$ cat src/hdl/delp_pkg.sv
// Shared types, constants and helper functions for the dot edge list parser.
// Depends on nothing; every other file of the block refers to it by scoped names.
`default_nettype none

package delp_pkg;

    localparam int unsigned BYTE_W    = 8;
    localparam int unsigned LINE_BITS = 24;   // width of the internal line counter
    localparam int unsigned LINE_W    = 24;   // width of the reported line field

    localparam logic [BYTE_W-1:0] CH_SLASH = 8'h2F;
    localparam logic [BYTE_W-1:0] CH_STAR  = 8'h2A;
    localparam logic [BYTE_W-1:0] CH_MINUS = 8'h2D;
    localparam logic [BYTE_W-1:0] CH_GT    = 8'h3E;
    localparam logic [BYTE_W-1:0] CH_SEMI  = 8'h3B;
    localparam logic [BYTE_W-1:0] CH_RBRACE = 8'h7D;
    localparam logic [BYTE_W-1:0] CH_UNDER = 8'h5F;
    localparam logic [BYTE_W-1:0] CH_LF    = 8'h0A;
    localparam logic [BYTE_W-1:0] CH_CR    = 8'h0D;
    localparam logic [BYTE_W-1:0] CH_TAB   = 8'h09;
    localparam logic [BYTE_W-1:0] CH_SPACE = 8'h20;

    localparam logic [LINE_BITS-1:0] LINE_MAX   = {LINE_BITS{1'b1}};
    localparam logic [LINE_BITS-1:0] LINE_FIRST = LINE_BITS'(1);

    typedef enum logic [3:0] {
        PH_SRC_PRE   = 4'd0,
        PH_SRC       = 4'd1,
        PH_ARROW_PRE = 4'd2,
        PH_ARROW_HD  = 4'd3,
        PH_DST_PRE   = 4'd4,
        PH_DST       = 4'd5,
        PH_SEMI_PRE  = 4'd6,
        PH_ENDED     = 4'd7,
        PH_FAILED    = 4'd8
    } t_phase;

    typedef enum logic [2:0] {
        CM_BLANK = 3'd0,
        CM_BLOCK = 3'd1,
        CM_LINE  = 3'd2,
        CM_SLASH = 3'd3,
        CM_STAR  = 3'd4
    } t_comment;

    typedef enum logic [2:0] {
        EV_SRC  = 3'd0,
        EV_DST  = 3'd1,
        EV_EDGE = 3'd2,
        EV_END  = 3'd3,
        EV_ERR  = 3'd4,
        EV_EOF  = 3'd5
    } t_event;

    // Parser state carried from one byte to the next.
    typedef struct packed {
        t_phase               phase;
        t_comment             comment;
        logic [LINE_BITS-1:0] line;
    } t_state;

    // Result of one byte: whether an event is raised, and its contents.
    typedef struct packed {
        logic              valid;
        t_event            kind;
        logic [BYTE_W-1:0] char_value;
    } t_result;

    function automatic logic is_name(input logic [BYTE_W-1:0] c);
        return (c >= 8'h30 && c <= 8'h39) || (c >= 8'h41 && c <= 8'h5A) ||
               (c >= 8'h61 && c <= 8'h7A) || (c == CH_UNDER);
    endfunction

    function automatic logic is_blank(input logic [BYTE_W-1:0] c);
        return (c == CH_SPACE) || (c == CH_TAB) || (c == CH_CR) || (c == CH_LF);
    endfunction

endpackage

`default_nettype wire

$ cat src/hdl/delp_if.sv
// Valid/ready channel interfaces for the input bytes and the parser events.
// Depends on delp_pkg for the field widths.
`default_nettype none

interface delp_in_if;
    logic                        valid;
    logic                        ready;
    logic [delp_pkg::BYTE_W-1:0] byte_value;
    logic                        end_of_input;

    modport source (output valid, output byte_value, output end_of_input, input ready);
    modport sink   (input valid, input byte_value, input end_of_input, output ready);
endinterface

interface delp_out_if;
    logic                        valid;
    logic                        ready;
    logic [2:0]                  event_kind;
    logic [delp_pkg::BYTE_W-1:0] char_value;
    logic [delp_pkg::LINE_W-1:0] line;

    modport source (output valid, output event_kind, output char_value, output line,
                    input ready);
    modport sink   (input valid, input event_kind, input char_value, input line,
                    output ready);
endinterface

`default_nettype wire

$ cat src/hdl/delp_step.sv
// Combinational next-state and event logic of the parser for one byte.
// Depends on delp_pkg for the state, event types and character helpers.
`default_nettype none

module delp_step (
    input  var delp_pkg::t_state               i_state,
    input  var logic [delp_pkg::BYTE_W-1:0]    i_byte,
    input  var logic                           i_eof,
    output delp_pkg::t_state                   o_state,
    output delp_pkg::t_result                  o_result
);

    delp_pkg::t_phase              skim_phase;
    delp_pkg::t_comment            skim_cm;
    logic                          do_skim;
    logic                          sk_done;
    logic                          sk_slash;
    logic [delp_pkg::LINE_BITS-1:0] line_next;

    always_comb begin
        o_state           = i_state;
        o_result.valid    = 1'b0;
        o_result.kind     = delp_pkg::EV_SRC;
        o_result.char_value = '0;
        skim_phase        = i_state.phase;
        skim_cm           = i_state.comment;
        do_skim           = 1'b0;
        sk_done           = 1'b0;
        sk_slash          = 1'b0;
        line_next         = i_state.line;

        // First stage: phases that look at the byte directly.
        unique case (i_state.phase)
            delp_pkg::PH_ENDED, delp_pkg::PH_FAILED: begin
                do_skim = 1'b0;
            end
            delp_pkg::PH_SRC, delp_pkg::PH_DST: begin
                if (i_eof) begin
                    o_state.phase  = delp_pkg::PH_FAILED;
                    o_result.valid = 1'b1;
                    o_result.kind  = delp_pkg::EV_EOF;
                end else if (delp_pkg::is_name(i_byte)) begin
                    o_result.valid      = 1'b1;
                    o_result.kind       = (i_state.phase == delp_pkg::PH_SRC) ?
                                          delp_pkg::EV_SRC : delp_pkg::EV_DST;
                    o_result.char_value = i_byte;
                end else begin
                    skim_phase = (i_state.phase == delp_pkg::PH_SRC) ?
                                 delp_pkg::PH_ARROW_PRE : delp_pkg::PH_SEMI_PRE;
                    skim_cm    = delp_pkg::CM_BLANK;
                    do_skim    = 1'b1;
                end
            end
            delp_pkg::PH_ARROW_HD: begin
                if (i_eof) begin
                    o_state.phase  = delp_pkg::PH_FAILED;
                    o_result.valid = 1'b1;
                    o_result.kind  = delp_pkg::EV_EOF;
                end else if (i_byte == delp_pkg::CH_GT) begin
                    o_state.phase   = delp_pkg::PH_DST_PRE;
                    o_state.comment = delp_pkg::CM_BLANK;
                end else begin
                    o_state.phase       = delp_pkg::PH_FAILED;
                    o_result.valid      = 1'b1;
                    o_result.kind       = delp_pkg::EV_ERR;
                    o_result.char_value = i_byte;
                end
            end
            default: begin
                do_skim = 1'b1;
            end
        endcase

        if (do_skim) begin
            o_state.phase   = skim_phase;
            o_state.comment = skim_cm;

            // Blank and comment skipper.
            if (i_eof) begin
                if (skim_cm == delp_pkg::CM_SLASH) begin
                    sk_slash = 1'b1;
                end else begin
                    sk_done = 1'b1;
                end
            end else if (skim_cm == delp_pkg::CM_SLASH) begin
                if (i_byte == delp_pkg::CH_SLASH) begin
                    o_state.comment = delp_pkg::CM_LINE;
                end else if (i_byte == delp_pkg::CH_STAR) begin
                    o_state.comment = delp_pkg::CM_BLOCK;
                end else begin
                    sk_slash = 1'b1;
                end
            end else begin
                if (i_byte == delp_pkg::CH_LF && i_state.line != delp_pkg::LINE_MAX) begin
                    line_next = i_state.line + delp_pkg::LINE_FIRST;
                end
                unique case (skim_cm)
                    delp_pkg::CM_LINE: begin
                        if (i_byte == delp_pkg::CH_LF) begin
                            o_state.comment = delp_pkg::CM_BLANK;
                        end
                    end
                    delp_pkg::CM_BLOCK: begin
                        if (i_byte == delp_pkg::CH_STAR) begin
                            o_state.comment = delp_pkg::CM_STAR;
                        end
                    end
                    delp_pkg::CM_STAR: begin
                        if (i_byte == delp_pkg::CH_SLASH) begin
                            o_state.comment = delp_pkg::CM_BLANK;
                        end else if (i_byte != delp_pkg::CH_STAR) begin
                            o_state.comment = delp_pkg::CM_BLOCK;
                        end
                    end
                    default: begin
                        if (delp_pkg::is_blank(i_byte)) begin
                            sk_done = 1'b0;
                        end else if (i_byte == delp_pkg::CH_SLASH) begin
                            o_state.comment = delp_pkg::CM_SLASH;
                        end else begin
                            sk_done = 1'b1;
                        end
                    end
                endcase
            end
            o_state.line = line_next;

            if (sk_slash) begin
                o_state.comment     = delp_pkg::CM_BLANK;
                o_state.phase       = delp_pkg::PH_FAILED;
                o_result.valid      = 1'b1;
                o_result.kind       = delp_pkg::EV_ERR;
                o_result.char_value = delp_pkg::CH_SLASH;
            end else if (sk_done) begin
                o_state.comment = delp_pkg::CM_BLANK;
                // Act on the byte that ended the skip. A non-name byte before a
                // source name is handled as if the arrow were expected, and a
                // non-name byte before a destination name as if ';' were expected.
                if (skim_phase == delp_pkg::PH_SRC_PRE &&
                        (i_eof || i_byte == delp_pkg::CH_RBRACE)) begin
                    o_state.phase  = delp_pkg::PH_ENDED;
                    o_result.valid = 1'b1;
                    o_result.kind  = delp_pkg::EV_END;
                end else if (i_eof) begin
                    o_state.phase  = delp_pkg::PH_FAILED;
                    o_result.valid = 1'b1;
                    o_result.kind  = delp_pkg::EV_EOF;
                end else if (skim_phase == delp_pkg::PH_SRC_PRE &&
                             delp_pkg::is_name(i_byte)) begin
                    o_state.phase       = delp_pkg::PH_SRC;
                    o_result.valid      = 1'b1;
                    o_result.kind       = delp_pkg::EV_SRC;
                    o_result.char_value = i_byte;
                end else if (skim_phase == delp_pkg::PH_DST_PRE &&
                             delp_pkg::is_name(i_byte)) begin
                    o_state.phase       = delp_pkg::PH_DST;
                    o_result.valid      = 1'b1;
                    o_result.kind       = delp_pkg::EV_DST;
                    o_result.char_value = i_byte;
                end else if ((skim_phase == delp_pkg::PH_SRC_PRE ||
                              skim_phase == delp_pkg::PH_ARROW_PRE) &&
                             i_byte == delp_pkg::CH_MINUS) begin
                    o_state.phase = delp_pkg::PH_ARROW_HD;
                end else if ((skim_phase == delp_pkg::PH_DST_PRE ||
                              skim_phase == delp_pkg::PH_SEMI_PRE) &&
                             i_byte == delp_pkg::CH_SEMI) begin
                    o_state.phase  = delp_pkg::PH_SRC_PRE;
                    o_result.valid = 1'b1;
                    o_result.kind  = delp_pkg::EV_EDGE;
                end else begin
                    o_state.phase       = delp_pkg::PH_FAILED;
                    o_result.valid      = 1'b1;
                    o_result.kind       = delp_pkg::EV_ERR;
                    o_result.char_value = i_byte;
                end
            end
        end
    end

endmodule

`default_nettype wire

$ cat src/hdl/dot_edge_list_parser.sv
// Top level of the dot edge list parser: input register, parser state and result register.
// Depends on delp_pkg, the channel interfaces in delp_if.sv and the module delp_step.
`default_nettype none

// The parser takes the body of a dot digraph one byte per request and reports
// edge statements of the form "src -> dst ;". Each name byte comes out as a
// source or destination character event, followed by an edge event at the ';'.
// The end of the graph ('}' or end of input where a statement may begin), a
// syntax error and a premature end are reported once, with the line number, and
// after any of them the block swallows every further request without reply until
// reset. Blanks and both comment styles are skipped around names, but not inside
// the arrow. The block sustains one byte per clock cycle while the event side is
// ready: a byte is captured in the input register, and the whole parser update
// for it is one pass of combinational logic into the state and result registers,
// from which its event is presented on the output. When an event waits in the
// result register and is not being taken, the input register can still take one
// more byte if it is empty, and then the input stalls until the event is taken,
// whether or not that held byte raises an event.

module dot_edge_list_parser (
    input  var logic    i_clk,
    input  var logic    i_rst_n,
    delp_in_if.sink     i_in,
    delp_out_if.source  o_out
);

    // Input register.
    logic                           r_in_valid;
    logic [delp_pkg::BYTE_W-1:0]    r_byte;
    logic                           r_eof;

    // Parser state.
    delp_pkg::t_state               r_state;
    delp_pkg::t_state               n_state;
    delp_pkg::t_result              step_result;

    // Result register.
    logic                           r_out_valid;
    delp_pkg::t_event               r_kind;
    logic [delp_pkg::BYTE_W-1:0]    r_char;
    logic [delp_pkg::LINE_W-1:0]    r_line;

    logic                           out_free;
    logic                           advance;
    logic                           in_take;

    // The held byte is processed once the result register can take its event.
    assign out_free = !r_out_valid || o_out.ready;
    assign advance  = r_in_valid && out_free;
    assign in_take  = i_in.valid && i_in.ready;

    assign i_in.ready = !r_in_valid || advance;

    delp_step u_step (
        .i_state  (r_state),
        .i_byte   (r_byte),
        .i_eof    (r_eof),
        .o_state  (n_state),
        .o_result (step_result)
    );

    always_ff @(posedge i_clk) begin
        if (!i_rst_n) begin
            r_in_valid <= 1'b0;
        end else if (in_take) begin
            r_in_valid <= 1'b1;
        end else if (advance) begin
            r_in_valid <= 1'b0;
        end
    end

    always_ff @(posedge i_clk) begin
        if (in_take) begin
            r_byte <= i_in.byte_value;
            r_eof  <= i_in.end_of_input;
        end
    end

    always_ff @(posedge i_clk) begin
        if (!i_rst_n) begin
            r_state.phase   <= delp_pkg::PH_SRC_PRE;
            r_state.comment <= delp_pkg::CM_BLANK;
            r_state.line    <= delp_pkg::LINE_FIRST;
        end else if (advance) begin
            r_state <= n_state;
        end
    end

    always_ff @(posedge i_clk) begin
        if (!i_rst_n) begin
            r_out_valid <= 1'b0;
        end else if (advance) begin
            r_out_valid <= step_result.valid;
        end else if (o_out.ready) begin
            r_out_valid <= 1'b0;
        end
    end

    // The reported line carries the count after this byte's newline, if any.
    always_ff @(posedge i_clk) begin
        if (advance && step_result.valid) begin
            r_kind <= step_result.kind;
            r_char <= step_result.char_value;
            r_line <= delp_pkg::LINE_W'(n_state.line);
        end
    end

    assign o_out.valid      = r_out_valid;
    assign o_out.event_kind = r_kind;
    assign o_out.char_value = r_char;
    assign o_out.line       = r_line;

endmodule

`default_nettype wire

$ cat src/flat_wrapper.sv
// flat-port wrapper written by rule: the top's interface ports become plain ports
module dot_edge_list_parser_flat 
  (i_clk, i_rst_n, i_in_valid, i_in_byte_value, i_in_end_of_input, i_in_ready, o_out_valid, o_out_event_kind, o_out_char_value, o_out_line, o_out_ready);
  delp_in_if i_in_i ();
  delp_out_if o_out_i ();
  input  var logic i_clk;
  input  var logic i_rst_n;
  input wire logic [$bits(i_in_i.valid)-1:0] i_in_valid;
  input wire logic [$bits(i_in_i.byte_value)-1:0] i_in_byte_value;
  input wire logic [$bits(i_in_i.end_of_input)-1:0] i_in_end_of_input;
  output wire logic [$bits(i_in_i.ready)-1:0] i_in_ready;
  output wire logic [$bits(o_out_i.valid)-1:0] o_out_valid;
  output wire logic [$bits(o_out_i.event_kind)-1:0] o_out_event_kind;
  output wire logic [$bits(o_out_i.char_value)-1:0] o_out_char_value;
  output wire logic [$bits(o_out_i.line)-1:0] o_out_line;
  input wire logic [$bits(o_out_i.ready)-1:0] o_out_ready;
  assign i_in_i.valid = i_in_valid;
  assign i_in_i.byte_value = i_in_byte_value;
  assign i_in_i.end_of_input = i_in_end_of_input;
  assign i_in_ready = i_in_i.ready;
  assign o_out_valid = o_out_i.valid;
  assign o_out_event_kind = o_out_i.event_kind;
  assign o_out_char_value = o_out_i.char_value;
  assign o_out_line = o_out_i.line;
  assign o_out_i.ready = o_out_ready;
  dot_edge_list_parser u_core (.i_clk(i_clk), .i_rst_n(i_rst_n), .i_in(i_in_i), .o_out(o_out_i));
endmodule
$ cat config.mk
export PLATFORM = sky130hd
export DESIGN_NAME = dot_edge_list_parser_flat
export DESIGN_NICKNAME = d
export VERILOG_FILES = /design/src/hdl/delp_pkg.sv /design/src/hdl/delp_if.sv /design/src/hdl/delp_step.sv /design/src/hdl/dot_edge_list_parser.sv /design/src/flat_wrapper.sv
export SDC_FILE = /design/constraint.sdc
export NUM_CORES = 1
export LEC_CHECK = 0
export ABC_CLOCK_PERIOD_IN_PS = 3900
export BUFFER_PORTS_ARGS = -buffer_cell sky130_fd_sc_hd__buf_2
export CAP_MARGIN = 10
export CORE_ASPECT_RATIO = 0.5
export CORE_UTILIZATION = 55
export CTS_BUF_LIST = sky130_fd_sc_hd__clkbuf_8
export DETAILED_ROUTE_END_ITERATION = 16
export PLACE_DENSITY = 0.78
export SKIP_LAST_GASP = 1
export SLEW_MARGIN = 30
export SYNTH_ARGS = -nofsm -noshare
export SYNTH_HDL_FRONTEND = slang
export SYNTH_SLANG_ARGS = --single-unit
$ cat constraint.sdc
create_clock -name i_clk -period 3.9 [get_ports i_clk]
set_input_delay 0.39 -clock i_clk [delete_from_list [all_inputs] [get_ports i_clk]]
set_output_delay 0.39 -clock i_clk [all_outputs]
set_load 0.02 [all_outputs]
==> flow_summary.toml, run 1 <==
[outcome]
status = "finished clean"

[routing]
routed_wl_um = 9600
drt-initial-drc-count = 320
wl_per_cell_um = 15.66
vias = 3719
drc = 0
viasPerCell = 6.067
ant_nets = 0
drt_pass1_iterations = 4

[layout]
area_delta_synth_final_pct = 11.16
fin_area_um2 = 4800
fin_cells = 613
nFillCells = 595
drive_gt1_frac = 0.1723
nNetsFinal = 514
num_antenna_cells = 0
post-route-util = 0.6434

[global_routing]
first_global_vias = 3267
grt_pass1_wl_um = 15620
grt_start_max_net_pins = 36
grt_usage = 0.2479
grt_overflow = 0
antenna_found_initial = 0

[cts]
postCtsSetupBuffers = 0
post_cts_resize_count = 0
cts_tree = "done"
clkTransAtPathRegs_ns = 0.07
cts_buffer_depth = 2
clkSinkCount = 77
clock_latency_ns = 0.37
hold_buffers = 0
cts_root_buf = "clkbuf_8"
numCtsBuffers = 9
htree_levels = 3

[die]
ios = 50
coreArea_um2 = 7460
die_x_um = 127.3
rows = 22
die-area_um2 = 8231
die_h_um = 64.66
start_util = 0.5788

[setup_path]
arrival_ns = 3.26
startpoint_type = "flop"
path_class = "flop to flop"
cp_max_fo = 35
critical_path_required_ns = 3.91
critical_path.endpoint_type = "flop"

[hold_path]
min_path_type = "primary input to flop"

[synth]
synth_xor_area_frac = 0.05477
avgSynthCellArea_um2 = 9.286
ys_seq_area_frac = 0.4590
yosysTopAreaCell = "edfxtp_1"
synth.distinct_cells = 74
netlist_top_cells_area = "edfxtp_1, dfxtp_1, xor2_1, nor2_1, nand2_1"
async_flop_share = 0
synth_nets = 479
synth_top_family_by_area = "simple AND/OR/NAND/NOR gates"
netlist_area_um2 = 4318
synth-edff-count = 44
synth_top_area_share = 0.3060
syn_inst = 465
synth_compound_area_frac = 0.1724
synth_mux_area_frac = 0.004926
ys_ff_latch = 77
synth_simple_gate_area_frac = 0.2637
ys.flop_type = "edfxtp_1"
yosysWarnings = 0
synthAdderAreaFrac = 0.005216

[timing]
finalSetupTns_ns = 0
hold_viol = 0
setup_viol = 0
rsz0062_at_grt = "no"
max_slew.worst_pin.slew_ns = 0.9311
period_share = 0.8331
fmax_ghz = 0.3078
final-max-slew-violation-count = 0
clock_skew_ns = 0.01367
period_needed_ns = 3.249
relSlewSlack = 0.3705

[placed_design]
dpl.cell_count = 597
placed_area_um2 = 4619
post-dp-hpwl_um = 6721
port_buffers = 49
place.gp.congestion = 0.9815

[power]
p_leak_nw = 1.736
p_per_area_nw_per_um2 = 344.0
ir_drop_mv = 0.2004

[run]
drv_cap = 0
==> kinds of logic after synthesis <==
kind of cell | Yosys count
and+or+nand+nor | 209
muxes | 2
adders and majority gates | 2
buffers and inverters | 42
xor gates and xnor gates | 27
DFF | 77
AOI/OAI and AO/OA | 106
==> power by group <==
group | total (mW) | internal (mW) | switching [mW]
clock network | 0.548 | 0.261 | 0.287
logic | 0.181 | 0.0604 | 0.120
registers | 0.922 | 0.895 | 0.0266
total | 1.65 | 1.22 | 0.434
==> through the flow <==
stage	power, mW	setup slack, ns	hold WS [ns]
final	1.651	0.6509	0.2035
after CTS	1.656	0.6718	0.1942
after detailed placement	1.118	0.6963	0.5000
after floorplan	1.060	0.4861	0.4631
after global routing	1.718	0.3636	0.1890
after global placement	1.116	0.7910	0.4900
==> state kept, by name, indices dropped and copies added, names as in the netlist <==
signal and flops:
u_core.o_out.char_value 8, u_core.o_out.event_kind 3, u_core.o_out.line 24, u_core.o_out.valid 1, u_core.r_byte 8, u_core.r_eof 1, u_core.r_in_valid 1, u_core.r_state 31
==> worst paths after layout <==
check                           from                    endpoint  slack [ns]  cells after the start
setup reg to reg    u_core.r_byte[1]  u_core.o_out.char_value[1]        0.65                      8
setup / recovery    u_core.r_byte[1]  u_core.o_out.char_value[1]        0.65                      8
hold reg to reg   u_core.r_state[22]          u_core.r_state[22]        0.51                      2
hold / removal     i_in_end_of_input                u_core.r_eof        0.20                      1
==> cell type report <==
cell class,count,area [µm²],share of cell area
sequential,77,1982,0.4129
timing repair buffer,55,290.3,0.06048
tap,108,135.1,0.02815
clock inverter,5,27.53,0.005735
multi-input combinational,346,2172,0.4526
clock buffer,11,151.4,0.03154
inverter,11,41.29,0.008603
==> synth_stat cells, types with 6 or more instances <==
cell type,count
nand3_1,19
nand2_1,45
a21oi_1,24
nor3_1,10
nand4_1,14
nor2_1,47
nand2b_1,7
o21ai_0,24
nor2b_1,8
xor2_1,22
a21o_1,6
inv_1,10
edfxtp_1,44
dfxtp_1,33
nor4_1,6
and2_1,6
or3_1,16
clkbuf_1,22
o31ai_1,6
==> worst max-delay path, stage by stage, from the launching register on <==
cell	delay, ns
edfxtp_1	0.55
nor4_1	0.38
nor2b_1	0.31
nor4b_1	0.11
nor3_1	0.37
nor3b_2	0.45
a211oi_1	0.17
nor2_4	0.11
buf_4	0.42
==> layer usage <==
layer	wire length [µm]	global-route usage	part of all wire
met5	0	0	0
met3	579	0.07267	0.060
met1	4386	0.3206	0.46
met2	4464	0.3934	0.47
met4	169	0.09970	0.018
==> placed cells by master, fill, tap and decap left out, types with 3 or more instances in the layout <==
| master | count |
|---|---|
| or4_1 | 3 |
| o22ai_1 | 3 |
| and3_1 | 3 |
| nand4_1 | 14 |
| o31ai_1 | 6 |
| and2_1 | 6 |
| or2_2 | 3 |
| nand2_1 | 45 |
| xnor2_1 | 5 |
| xor2_1 | 22 |
| o21bai_1 | 4 |
| nor3_1 | 10 |
| buf_2 | 49 |
| o211ai_1 | 4 |
| a21oi_1 | 24 |
| inv_1 | 12 |
| a21o_1 | 6 |
| nor4_1 | 6 |
| nand3_1 | 19 |
| nor2_1 | 46 |
| or3_1 | 16 |
| nor2b_1 | 8 |
| o21ai_0 | 24 |
| a22o_1 | 3 |
| nand2b_1 | 7 |
| edfxtp_1 | 44 |
| clkbuf_8 | 11 |
| o32ai_1 | 3 |
| buf_4 | 6 |
| dfxtp_1 | 33 |
No activity file was read; power rests on OpenSTA's default activity.
==> run 2, diff against run 1 <==
--- a/config.mk
+++ b/config.mk
@@ -5,7 +5,7 @@
 export SDC_FILE = /design/constraint.sdc
 export NUM_CORES = 1
 export LEC_CHECK = 0
-export ABC_CLOCK_PERIOD_IN_PS = 3900
+export ABC_CLOCK_PERIOD_IN_PS = 2700
 export BUFFER_PORTS_ARGS = -buffer_cell sky130_fd_sc_hd__buf_2
 export CAP_MARGIN = 10
 export CORE_ASPECT_RATIO = 0.5
==> constraint.sdc (replaced) <==
create_clock -name i_clk -period 2.7 [get_ports i_clk]
set_input_delay 0.27 -clock i_clk [delete_from_list [all_inputs] [get_ports i_clk]]
set_output_delay 0.27 -clock i_clk [all_outputs]
set_load 0.02 [all_outputs]
==> run 2 against run 1 <==
  * Sequential power is 43% higher
  * Non-clock buffer count is 59 higher
  * Clock skew is 0.0025 ns higher
  * Wire length is 15% higher
  * Critical path depth is 1 higher
  * Combinational power is 91% higher
  * Hold slack worse by 0.13 ns
  * Clock-buffer cell count stayed put
  * Critical path type unchanged
  * Largest cell class unchanged
==> flow_summary.toml, run 2 (synthesized netlist as in run 1, its figures left out) <==
[placed_design]
dpl.cell_count = 645
post-dp-hpwl_um = 7425
port_buffers = 49
place.gp.congestion = 0.9437
pre_cts_slack_ns = -0.005667

[global_routing]
grt_start_max_net_pins = 26
first_global_vias = 3579
grt_overflow = 0
antenna_found_initial = 0
grt_usage = 0.2770
grt_pass1_wl_um = 17480

[routing]
drt-initial-drc-count = 270
wl_per_cell_um = 16.40
ant_nets = 0
viasPerCell = 5.893
drt_pass1_iterations = 5
vias = 3960
routed_wl_um = 11020
drc = 0

[timing]
relSlewSlack = 0.4168
period_needed_ns = 2.633
setup_slack_ns = 0.06687
rsz0062_at_grt = "yes"
fmax_ghz = 0.3798
final-max-slew-violation-count = 0
clock_skew_ns = 0.01618
max_slew.worst_pin.slew_ns = 0.8626
period_share = 0.9752
hold_viol = 0
setup_viol = 0

[layout]
nFillCells = 560
multi_input_area_um2 = 2266
seq_area_um2 = 1984
nNetsFinal = 573
reg.largest.list = "u_core.r_state: 31 flops, u_core.o_out.line: 24 flops"
area_delta_synth_final_pct = 25.56
largest_register_ffs = 31
fin_cells = 672
mostFrequentLayoutCells = "buf_4, buf_2, nor2_1"
num_antenna_cells = 0
final_common_cell = "buf_4"
drive_gt1_frac = 0.2908
largest-register = "u_core.r_state"

[power]
p_per_area_nw_per_um2 = 481.7
p_leak_nw = 2.057
ir_drop_mv = 0.2262
p_total_mw = 2.611

[setup_path]
path_cells = "nand3b_1 > or3_4 > nand3_2 > o2111ai_4 > buf_6 > nor3b_4 > a211oi_2 > nor2_4 > buf_6"
startpoint_type = "flop"
arrival_ns = 2.71
cp_max_fo = 11
path_common_cell = "buf_6"
crit_slowest_cell = "edfxtp_1"
cpPeakStageDelay_ns = 0.47
crit_family = "simple AND/OR/NAND/NOR gates"
path_class = "flop to flop"
cp_num_buf_inv = 2
rrSetupSlack_ns = 0.07
critical_path.endpoint_type = "flop"
critical_path_required_ns = 2.78

[die]
coreArea_um2 = 7460
die-area_um2 = 8231
ios = 50
die_h_um = 64.66
rows = 22
die_x_um = 127.3
start_util = 0.5788

[outcome]
status = "finished clean"

[cts]
htree_levels = 3
clock_latency_ns = 0.37
clkTransAtPathRegs_ns = 0.08
clkSinkCount = 77
cts_tree = "done"
numCtsBuffers = 9
cts_buffer_depth = 2
cts_root_buf = "clkbuf_8"

[run]
drv_cap = 0

[hold_path]
min_path_type = "primary input to flop"
==> run 2: routing by layer <==
layer,vias to the layer above,global-route usage,part of all wire
met5,-,0,0
met4,0,0.08780,0.014
met3,19,0.07927,0.079
met2,172,0.4474,0.45
met1,1852,0.3611,0.45
li1,1917,-,-
==> run 2: metrics by stage <==
stage                     setup TNS [ns]  instance area [µm²]  hold WS (ns)    util
final                                  0                 5421       0.07691  0.7268
after global routing              -1.080                 5421       0.06164  0.7268
after CTS                              0                 5238       0.06270  0.7021
after detailed placement       -0.005667                 5020        0.4486  0.6729
after global placement                 0                 5020        0.4503  0.6729
after floorplan                   -4.573                 4365        0.3689       -
==> run 2: final timing paths <==
check | end | depth (start not counted) | start
setup / recovery | u_core.o_out.char_value[5] | 9 | u_core.r_byte[7]
hold / removal | u_core.r_eof | 1 | i_in_end_of_input
setup reg to reg | u_core.o_out.char_value[5] | 9 | u_core.r_byte[7]
hold reg to reg | u_core.o_out.valid | 2 | u_core.r_in_valid
==> run 2: where the power goes <==
group          switching [mW]  internal (mW)
clock                   0.461          0.487
combinational           0.207          0.139
sequential             0.0247           1.29
total                   0.692           1.92
==> run 2: timing repair <==
action | 4_1_cts | 5_1_grt
pin swaps | 0 | 6
endpoints found under the hold margin | 0 | 0
endpoints found under the setup margin | 2 | 80
cloned | 0 | 3
gates resized for setup | 1 | 18
hold buffers | 0 | 0
buffers inserted | 0 | 8
==> run 2: layout make-up <==
class                           count  share of cell area
Timing Repair Buffer              114              0.1438
Tap cell                          108             0.02493
Clock inverter                      5             0.01177
Multi-Input combinational cell    346              0.4180
Clock buffer                       11             0.02793
Inverter                           11            0.007616
Sequential cell                    77              0.3660
==> run 3, diff against run 2 <==
--- a/config.mk
+++ b/config.mk
@@ -13,6 +13,7 @@
 export CTS_BUF_LIST = sky130_fd_sc_hd__clkbuf_8
 export DETAILED_ROUTE_END_ITERATION = 16
 export PLACE_DENSITY = 0.78
+export SETUP_SLACK_MARGIN = 0.3
 export SKIP_LAST_GASP = 1
 export SLEW_MARGIN = 30
 export SYNTH_ARGS = -nofsm -noshare
==> run 3 against run 2 <==
  * Utilization grew 16 points
  * Final cell count up 8.0%
  * Largest power group unchanged
  * Critical endpoint is now u_core.r_state[23]
  * Critical path depth did not move
  * Largest cell class unchanged
  * Highest routed layer unchanged
  * Via count is 26% higher
  * The run now ends with negative setup slack left
==> flow_summary.toml, run 3 (synthesized netlist as in run 1, its figures left out) <==
[outcome]
status = "finished with violations"
violations = "negative setup slack"

[cts]
cts_tree = "done"
htree_levels = 3
hold_buffers = 0
numCtsBuffers = 9
cts_root_buf = "clkbuf_8"
clkSinkCount = 77
clock_latency_ns = 0.39
clkTransAtPathRegs_ns = 0.09
cts_buffer_depth = 2

[power]
p_total_mw = 2.835
p_per_area_nw_per_um2 = 428.7
ir_drop_mv = 0.4469
p_leak_nw = 2.506

[global_routing]
grt_pass1_wl_um = 22200
antenna_found_initial = 0
grt_overflow = 0
grt_start_max_net_pins = 26
first_global_vias = 4333
grt_usage = 0.3569

[routing]
viasPerCell = 6.873
wl_per_cell_um = 24.26
drc = 0
routed_wl_um = 17610
ant_nets = 0
vias = 4990
drt-initial-drc-count = 571
drt_pass1_iterations = 9

[placed_design]
dpl.cell_count = 650
post-dp-hpwl_um = 7664
port_buffers = 49
place.gp.congestion = 0.9213

[layout]
mostFrequentLayoutCells = "buf_4, buf_2, edfxtp_1"
nNetsFinal = 627
fin_cells = 726
largest-register = "u_core.r_state"
final_common_cell = "buf_4"
largest_register_ffs = 31
nFillCells = 306
reg.largest.list = "u_core.r_state: 31 flops, u_core.o_out.line: 24 flops"
area_delta_synth_final_pct = 53.14
num_antenna_cells = 0
drive_gt1_frac = 0.4854

[timing]
relSlewSlack = 0.4653
setup_viol = 42
clock_skew_ns = 0.02322
hold_viol = 0
final-max-slew-violation-count = 0
fmax_ghz = 0.3590
period_share = 1.032
whs_ns = 0.06803
max_slew.worst_pin.slew_ns = 0.8021
rsz0062_at_grt = "yes"
period_needed_ns = 2.786
setup_slack_ns = -0.08554
finalSetupTns_ns = -2.021

[die]
die-area_um2 = 8231
die_x_um = 127.3
rows = 22
start_util = 0.5788
ios = 50
coreArea_um2 = 7460
die_h_um = 64.66

[setup_path]
critical_path.endpoint_type = "flop"
cp_max_fo = 4
path_class = "flop to flop"
startpoint_type = "flop"
arrival_ns = 3.03
critical_path_required_ns = 2.95
rrSetupSlack_ns = -0.09
rr_worst_depth = 9

[hold_path]
timing.hold.worst_path_depth = 1
min_path_type = "primary input to flop"

[run]
drv_cap = 0
## run 3: cell types whose count changed in the layout (fill, tap and decap cells not counted), moves of 19 or more
| cell | change |
|---|---|
| buf_4 | +24 |
| nor2_1 | -24 |
| buf_6 | +19 |
| nor2_4 | +19 |
## run 3: through the flow
step / cell area [µm²] / setup slack [ns] / util
2_1_floorplan: 4412 / -0.1273 / -
3_3_place_gp: 5085 / -0.2950 / 0.6817
3_5_place_dp: 5085 / -0.4254 / 0.6817
4_1_cts: 6158 / 0.09178 / 0.8256
5_1_grt: 6613 / -0.2149 / 0.8864
6_report: 6613 / -0.08554 / 0.8864
## run 3: report_power, final
| group | internal [mW] | switching (mW) |
|---|---|---|
| registers | 1.29 | 0.0282 |
| logic | 0.204 | 0.287 |
| clock network | 0.526 | 0.499 |
| total | 2.02 | 0.814 |
## run 3: critical path: stages (launching register included)
cell	delay, ns
edfxtp_1	0.43
buf_4	0.17
nor4_4	0.26
nor2b_4	0.23
nor4_4	0.07
o2111ai_4	0.27
buf_6	0.18
or4b_4	0.54
o311ai_4	0.36
o41ai_2	0.13
## run 3: worst paths after layout
| check | endpoint | from |
|---|---|---|
| worst max-delay path | u_core.r_state[23] | u_core.r_byte[2] |
| worst min-delay path | u_core.r_byte[5] | i_in_byte_value[5] |
| worst max register to register | u_core.r_state[23] | u_core.r_byte[2] |
| worst min register to register | u_core.r_state[28] | u_core.r_state[28] |
## run 3: repair_timing
action / 4_1_cts / 5_1_grt
gates cloned: 4 / 1
gates resized for setup: 99 / 75
pin swaps: 42 / 37
setup buffers: 41 / 14
endpoints found under the setup margin: 94 / 100
## run 3: metal layers
| metal | share of wire | vias up | GRT usage |
|---|---|---|---|
| met3 | 0.12 | 151 | 0.1016 |
| li1 | - | 2008 | - |
| met1 | 0.36 | 2347 | 0.4500 |
| met2 | 0.45 | 484 | 0.5813 |
| met4 | 0.073 | 0 | 0.1473 |
| met5 | 0 | - | 0 |
## run 3: layout make-up
cell class,count,area (µm²),area share
Multi-Input combinational cell,347,2840,0.4295
Sequential cell,77,1992,0.3012
Timing Repair Buffer,167,1384,0.2093
Tap cell,108,135.1,0.02044
Clock buffer,9,123.9,0.01873
Clock inverter,7,96.34,0.01457
Inverter,11,41.29,0.006244
